$ cat config.mk
export PLATFORM = sky130hd
export DESIGN_NAME = bpa_ctrl
export DESIGN_NICKNAME = d
export VERILOG_FILES = /design/src/rtl/core/bpa_pkg.sv /design/src/rtl/core/bpa_ctrl.sv
export SDC_FILE = /design/constraint.sdc
export NUM_CORES = 1
export LEC_CHECK = 0
export BUFFER_PORTS_ARGS = -buffer_cell sky130_fd_sc_hd__buf_2
export CAP_MARGIN = 20
export CORE_ASPECT_RATIO = 1.4
export CORE_MARGIN = 1
export CORE_UTILIZATION = 50
export DETAILED_ROUTE_END_ITERATION = 6
export PLACE_DENSITY = 0.83
export SLEW_MARGIN = 20
export SYNTH_ARGS = -nofsm -noshare
export SYNTH_HDL_FRONTEND = slang
export SYNTH_SLANG_ARGS = --single-unit
$ cat constraint.sdc
create_clock -name clk -period 3 [get_ports clk]
set_input_delay 0.45 -clock clk [delete_from_list [all_inputs] [get_ports clk]]
set_output_delay 0.45 -clock clk [all_outputs]
set_load 0.005 [all_outputs]
$ cat src/rtl/core/bpa_pkg.sv
`timescale 1ns / 1ps
// shared types, codes and constants for the buddy page allocator
// no dependencies

package bpa_pkg;

  localparam int PAGE_INDEX_BITS_DEF = 16;
  localparam int NUM_LEVELS_DEF      = 17;

  localparam int ACTION_W  = 2;
  localparam int ORDER_W   = 5;
  localparam int PAGE_W    = PAGE_INDEX_BITS_DEF;
  localparam int STATUS_W  = 2;
  localparam int COUNT_W   = PAGE_INDEX_BITS_DEF + 1;
  localparam int CFG_W     = PAGE_INDEX_BITS_DEF + 1;
  localparam int CFG_IDX_W = 1;

  localparam logic [ACTION_W-1:0] ACT_INIT  = 2'd0;
  localparam logic [ACTION_W-1:0] ACT_ALLOC = 2'd1;
  localparam logic [ACTION_W-1:0] ACT_FREE  = 2'd2;

  localparam logic [STATUS_W-1:0] ST_OK     = 2'd0;
  localparam logic [STATUS_W-1:0] ST_NO_FIT = 2'd1;
  localparam logic [STATUS_W-1:0] ST_RANGE  = 2'd2;

  localparam logic [CFG_IDX_W-1:0] CFG_REGION_FIRST = 1'b0;
  localparam logic [CFG_IDX_W-1:0] CFG_REGION_END   = 1'b1;

  typedef struct packed {
    logic [ACTION_W-1:0] action;
    logic [ORDER_W-1:0]  order;
    logic [ORDER_W-1:0]  align_log2;
    logic [PAGE_W-1:0]   page;
  } req_t;

  typedef struct packed {
    logic [STATUS_W-1:0] status;
    logic [PAGE_W-1:0]   granted_page;
    logic [COUNT_W-1:0]  used_pages;
  } rsp_t;

  typedef enum logic [4:0] {
    OP_IDLE,
    OP_LATCH,
    OP_CLEAR_START,
    OP_SWEEP,
    OP_CARVE_INIT,
    OP_CARVE_LVL,
    OP_PUSH1,
    OP_PUSH2,
    OP_PUSH2_ADV,
    OP_ALLOC_START,
    OP_LOAD_HEAD,
    OP_NEXT_BUCKET,
    OP_READ_NEXT,
    OP_TAKE_NEXT,
    OP_FOUND,
    OP_DROP_READ,
    OP_DROP_WRITE,
    OP_CARVE_ALLOC,
    OP_MARK_SETUP,
    OP_MARK,
    OP_ALLOC_USED,
    OP_FREE_SETUP,
    OP_READ_INFO,
    OP_CHECK_STEP,
    OP_CLEAR_PAGE,
    OP_FREE_USED,
    OP_READ_BUDDY,
    OP_MERGE_ADV,
    OP_RESULT
  } op_t;

  typedef struct packed {
    op_t                 op;
    logic [STATUS_W-1:0] res_status;
  } cmd_t;

  typedef struct packed {
    logic [ACTION_W-1:0] action;
    logic                ord_bad;
    logic                range_ok;
    logic                p_nil;
    logic                p_aligned;
    logic                lvl_top;
    logic                buddy_in_range;
    logic                merge_ok;
    logic                info_map;
    logic                len_zero;
    logic                len_one;
    logic                sweep_last;
  } stat_t;

endpackage

$ cat src/rtl/core/bpa_ctrl.sv
`timescale 1ns / 1ps
// controller state machine of the buddy page allocator
// depends on bpa_pkg

module bpa_ctrl (
  input  logic          clk,
  input  logic          rst,
  input  logic          req_valid,
  output logic          req_stall,
  output logic          rsp_valid,
  input  logic          rsp_stall,
  input  bpa_pkg::stat_t stat,
  output bpa_pkg::cmd_t  cmd
);
  import bpa_pkg::*;

  typedef enum logic [4:0] {
    S_IDLE, S_DISPATCH, S_SWEEP, S_CV_INIT, S_CV_TEST, S_PUSH1, S_PUSH2,
    S_AL_START, S_AL_HEAD, S_AL_TEST, S_AL_NEXT, S_DROP_RD, S_DROP_WR,
    S_AL_CARVE, S_MARK_SETUP, S_MARK, S_AL_USED, S_FR_START, S_FR_RD,
    S_FR_CHK, S_FR_CLR_SETUP, S_FR_CLR, S_FR_USED, S_MG_TEST, S_MG_CHK,
    S_MG_ADV, S_DONE
  } state_t;

  state_t              state, state_next;
  logic [STATUS_W-1:0] res_code, res_code_next;
  logic                init_flag, init_flag_next;
  logic                rsp_set;

  assign req_stall = (state != S_IDLE);

  always_comb begin
    state_next     = state;
    res_code_next  = res_code;
    init_flag_next = init_flag;
    rsp_set        = 1'b0;
    cmd.op         = OP_IDLE;
    cmd.res_status = res_code;
    case (state)
      S_IDLE: begin
        if (req_valid) begin
          cmd.op     = OP_LATCH;
          state_next = S_DISPATCH;
        end
      end
      S_DISPATCH: begin
        case (stat.action)
          ACT_INIT: begin
            cmd.op         = OP_CLEAR_START;
            init_flag_next = 1'b1;
            state_next     = S_SWEEP;
          end
          ACT_ALLOC: state_next = S_AL_START;
          ACT_FREE:  state_next = S_FR_START;
          default: begin
            res_code_next = ST_OK;
            state_next    = S_DONE;
          end
        endcase
      end
      S_SWEEP: begin
        cmd.op = OP_SWEEP;
        if (stat.sweep_last) begin
          init_flag_next = 1'b0;
          state_next     = init_flag ? S_CV_INIT : S_IDLE;
        end
      end
      S_CV_INIT: begin
        cmd.op     = OP_CARVE_INIT;
        state_next = S_CV_TEST;
      end
      S_CV_TEST: begin
        if (stat.len_zero) begin
          if (stat.action == ACT_ALLOC) begin
            state_next = S_MARK_SETUP;
          end else begin
            res_code_next = ST_OK;
            state_next    = S_DONE;
          end
        end else begin
          cmd.op     = OP_CARVE_LVL;
          state_next = S_PUSH1;
        end
      end
      S_PUSH1: begin
        cmd.op     = OP_PUSH1;
        state_next = S_PUSH2;
      end
      S_PUSH2: begin
        if (stat.action == ACT_FREE) begin
          cmd.op        = OP_PUSH2;
          res_code_next = ST_OK;
          state_next    = S_DONE;
        end else begin
          cmd.op     = OP_PUSH2_ADV;
          state_next = S_CV_TEST;
        end
      end
      S_AL_START: begin
        cmd.op = OP_ALLOC_START;
        if (stat.ord_bad) begin
          res_code_next = ST_NO_FIT;
          state_next    = S_DONE;
        end else begin
          state_next = S_AL_HEAD;
        end
      end
      S_AL_HEAD: begin
        cmd.op     = OP_LOAD_HEAD;
        state_next = S_AL_TEST;
      end
      S_AL_TEST: begin
        if (stat.p_nil) begin
          if (stat.lvl_top) begin
            res_code_next = ST_NO_FIT;
            state_next    = S_DONE;
          end else begin
            cmd.op     = OP_NEXT_BUCKET;
            state_next = S_AL_HEAD;
          end
        end else if (stat.p_aligned) begin
          cmd.op     = OP_FOUND;
          state_next = S_DROP_RD;
        end else begin
          cmd.op     = OP_READ_NEXT;
          state_next = S_AL_NEXT;
        end
      end
      S_AL_NEXT: begin
        cmd.op     = OP_TAKE_NEXT;
        state_next = S_AL_TEST;
      end
      S_DROP_RD: begin
        cmd.op     = OP_DROP_READ;
        state_next = S_DROP_WR;
      end
      S_DROP_WR: begin
        cmd.op     = OP_DROP_WRITE;
        state_next = (stat.action == ACT_ALLOC) ? S_AL_CARVE : S_MG_ADV;
      end
      S_AL_CARVE: begin
        cmd.op     = OP_CARVE_ALLOC;
        state_next = S_CV_TEST;
      end
      S_MARK_SETUP: begin
        cmd.op     = OP_MARK_SETUP;
        state_next = S_MARK;
      end
      S_MARK: begin
        cmd.op = OP_MARK;
        if (stat.len_one) begin
          state_next = S_AL_USED;
        end
      end
      S_AL_USED: begin
        cmd.op        = OP_ALLOC_USED;
        res_code_next = ST_OK;
        state_next    = S_DONE;
      end
      S_FR_START: begin
        cmd.op = OP_FREE_SETUP;
        if (stat.range_ok) begin
          state_next = S_FR_RD;
        end else begin
          res_code_next = ST_RANGE;
          state_next    = S_DONE;
        end
      end
      S_FR_RD: begin
        cmd.op     = OP_READ_INFO;
        state_next = S_FR_CHK;
      end
      S_FR_CHK: begin
        cmd.op = OP_CHECK_STEP;
        if (!stat.info_map) begin
          // a page of the chunk is already free
          res_code_next = ST_RANGE;
          state_next    = S_DONE;
        end else if (stat.len_one) begin
          state_next = S_FR_CLR_SETUP;
        end else begin
          state_next = S_FR_RD;
        end
      end
      S_FR_CLR_SETUP: begin
        cmd.op     = OP_FREE_SETUP;
        state_next = S_FR_CLR;
      end
      S_FR_CLR: begin
        cmd.op = OP_CLEAR_PAGE;
        if (stat.len_one) begin
          state_next = S_FR_USED;
        end
      end
      S_FR_USED: begin
        cmd.op     = OP_FREE_USED;
        state_next = S_MG_TEST;
      end
      S_MG_TEST: begin
        if (stat.lvl_top || !stat.buddy_in_range) begin
          state_next = S_PUSH1;
        end else begin
          cmd.op     = OP_READ_BUDDY;
          state_next = S_MG_CHK;
        end
      end
      S_MG_CHK: begin
        state_next = stat.merge_ok ? S_DROP_RD : S_PUSH1;
      end
      S_MG_ADV: begin
        cmd.op     = OP_MERGE_ADV;
        state_next = S_MG_TEST;
      end
      S_DONE: begin
        if (!rsp_valid || !rsp_stall) begin
          cmd.op     = OP_RESULT;
          rsp_set    = 1'b1;
          state_next = S_IDLE;
        end
      end
      default: state_next = S_IDLE;
    endcase
  end

  always_ff @(posedge clk) begin
    if (rst) begin
      // clearing pass over the page memory follows reset
      state     <= S_SWEEP;
      res_code  <= ST_OK;
      init_flag <= 1'b0;
      rsp_valid <= 1'b0;
    end else begin
      state     <= state_next;
      res_code  <= res_code_next;
      init_flag <= init_flag_next;
      if (rsp_set) begin
        rsp_valid <= 1'b1;
      end else if (!rsp_stall) begin
        rsp_valid <= 1'b0;
      end
    end
  end

endmodule

==> key figures <==
Worst setup path
  • Startpoint types: flip-flop
  • CP arrival: 2140 ps
  • Worst-path maximum fanout: 18
  • Critical path endpoint category: primary output
  • Req. time, crit path: 2550 ps
  • R2r startpoint: state[4]
  • Crit path from: state[2]
  • Crit Path Category: flip-flop to primary output

Logic synthesis
  • Yosys warning total: 0
  • Number of enable flip-flop cells after synthesis: 0
  • Compound-Gate Fraction of Synth Area: 0.397
  • Largest family of logic cells by synthesized area: compound AO/OA/AOI/OAI gates
  • Post-synthesis adder-cell area fraction: 0.0397
  • Multiplexer share of the synthesized area: 0.0325
  • Top FF cell, synth: dfxtp_1
  • Ranking of synthesized cells by area: dfxtp_1 11%, o21ai_0 7.6%, a21oi_1 6.3%, nand2_1 5.7%, nand3_1 4.4%
  • Mapped Area: 0.00158 mm2
  • Synth Area in XOR/XNOR: 0.0111
  • Syn Inst Count: 240
  • Yosys top cell area share: 0.114
  • Async SR Flop Fraction: 0
  • Synthesized Nets: 262
  • Netlist cell types: 53
  • Syn avg cell area: 6.57 um2
  • Sequential share of the synthesized area: 0.114
  • Simple-gate portion of the synthesized area: 0.308
  • Yosys reg bits: 9
  • Dominant cell type by area after synthesis: dfxtp_1

Floorplan
  • Die area: 0.00339 mm2
  • Starting Density: 0.538
  • Row count: 23
  • Die Height: 68.5 um
  • Core ar.: 0.00294 mm2
  • Die W: 49.5 um
  • IO Pins: 26

Detailed routing
  • Post-Route WL: 5400 um
  • WL/cell: 18.3 um
  • Final ANT Viol Nets: 0
  • Residual DRC: 0
  • Drt via density: 6.86
  • Length of the first detailed-routing pass in iterations: 5
  • DR vias: 2023
  • Iter 0 DRT Violations: 169

Cells and area
  • Fill cells: 314
  • Number of nets in the layout: 281
  • Commonest non-fill, non-tap cell in the layout: buf_2
  • Multi-input gate area: 0.00124 mm2
  • Commonest cells after routing, fill and taps aside: 25 x buf_2, 24 x o21ai_0, 24 x nand2_1
  • Register Area: 180 um2
  • Finished Layout Cells: 295
  • Layout cells sized above 1: 0.182
  • ANT cells: 0
  • Layout Area Growth over Synthesis: 12.6%

STA
  • Hold Vio Cnt, Final: 0
  • Setup ws final: 406 ps
  • WHS: 461 ps
  • Tcrit/Tclk final: 0.865
  • Slew margin rel.: 0.501
  • Tmin final: 2590 ps
  • Slew @ Worst Pin: 747 ps
  • Fmax: 386 MHz
  • Slew Viols, Final: 0
  • Setup_tns: 0 ps
  • Unrepaired setup endpoints after global routing: false
  • Clock Skews: 1.13 ps
  • Setup violators final: 0

Pwr
  • Sw Ratio: 0.542
  • Maximum VDD drop: 0.563 mV
  • Pint: 0.000734 W
  • P_sw: 0.000871 W
  • Part of the power in registers: 0.141
  • PD cells: 903 mW/mm2
  • Clk pwr share: 0.090
  • Tot Pwr: 0.00160 W
  • Share of power burned in combinational logic: 0.769
  • P_leak: 0.667 nW

Clocking
  • Inserted Clock Buffers: 3
  • Post-CTS Repair Setup Buffers: 0
  • CTS Buffer Depth: 2
  • Cts hold-fix bufs: 0
  • Clk sink count: 9
  • CTS tree: done
  • # H-tree levels: 1
  • Worst-Skew Late Latency: 230 ps
  • Clock transition at the registers of the reported paths: 50 ps
  • Root buf cell: clkbuf_8
  • Cts repair resizes: 0

Hold path
  • Hold_sp: res_code[1]
  • Worst min path class: flip-flop to flip-flop

Global routing
  • Initial antenna violation count: 0
  • Gr ovfl total: 0
  • Vias in the first global route: 1807
  • First-pass GRT wire length: 8760 um
  • Pin count of the biggest net entering global routing: 21
  • GRT Overall Usage: 0.338

Placed design
  • Port buffer count: 25
  • Pre-CTS setup slack: 709 ps
  • GPL Wtd Cong: 1.04
  • DP HPWL: 3940 um
  • Placed cells: 291

Status
  • Status: finished clean

Run
  • Max_cap viols: 0
## registers in the layout (all words and copies together) (netlist names)
signal,flops
state,5
rsp_valid,1
res_code,2
init_flag,1
## cell type report
class / count / area share
tap: 37 / 0.0261
multi-input combinational: 197 / 0.701
sequential: 9 / 0.101
timing repair buffer: 38 / 0.125
inverter: 10 / 0.0211
clock buffer: 4 / 0.0254
## power groups by stage
stage                     Sequential, W  Clock, W  Combinational (W)
after floorplan                0.000172         0           0.000896
after global placement         0.000220         0            0.00119
after detailed placement       0.000222         0            0.00120
after CTS                      0.000220  0.000147            0.00120
after global routing           0.000230  0.000156            0.00134
final                          0.000226  0.000144            0.00123
## worst paths after layout
path | to | slack, ps | cells past startpoint
worst max-delay path | cmd[3] | 410 | 5
worst min-delay path | res_code[1] | 460 | 2
worst max register to register | res_code[0] | 610 | 5
worst min register to register | res_code[1] | 460 | 2
## Yosys cell counts (all sizes together) (2+ instances only)
cell and count:
nor3b 6, o32ai 4, and3b 3, clkbuf 7, nor2 8, nor2b 6, and2 2, or3b 2
inv 9, nor3 8, nand3 14, mux2i 4, o21ai 24, nand2b 10, ha 5, a22oi 7
o31ai 2, a21oi 20, buf 17, a31oi 7, dfxtp 9, a211oi 2, nor4b 2, and3 2
o211ai 4, xor2 2, nand2 24, nand4 2, a21o 2, a32oi 3, o22ai 6
## logic make-up (layout without fill, tap and decap cells)
family,count (synthesis),in the layout
adders and majority gates,5,5
AOI/OAI and AO/OA,95,95
buffers and inverters,34,52
xor gates and xnor gates,2,2
and+or+nand+nor,90,90
muxes,5,5
DFF,9,9
## critical path, stage by stage (launching register included)
cell and delay [ps]:
dfxtp_1 510, nor4b_1 690, and2_1 290, a32oi_1 140
o211ai_1 130, buf_2 140
## stage by stage
stage	utilization	cell area, um2
floorplan	-	1580
global placement	0.590	1730
detailed placement	0.590	1730
CTS	0.605	1780
global route	0.605	1780
finish	0.605	1780
## routing by layer
layer  global-route usage  vias up  part of all wire
li1                     -      934                 -
met1                0.432      915              0.38
met2                0.543      148              0.45
met3               0.0444       26              0.12
met4                0.204        0             0.051
met5                    0        -                 0
No activity file was read; power rests on OpenSTA's default activity.
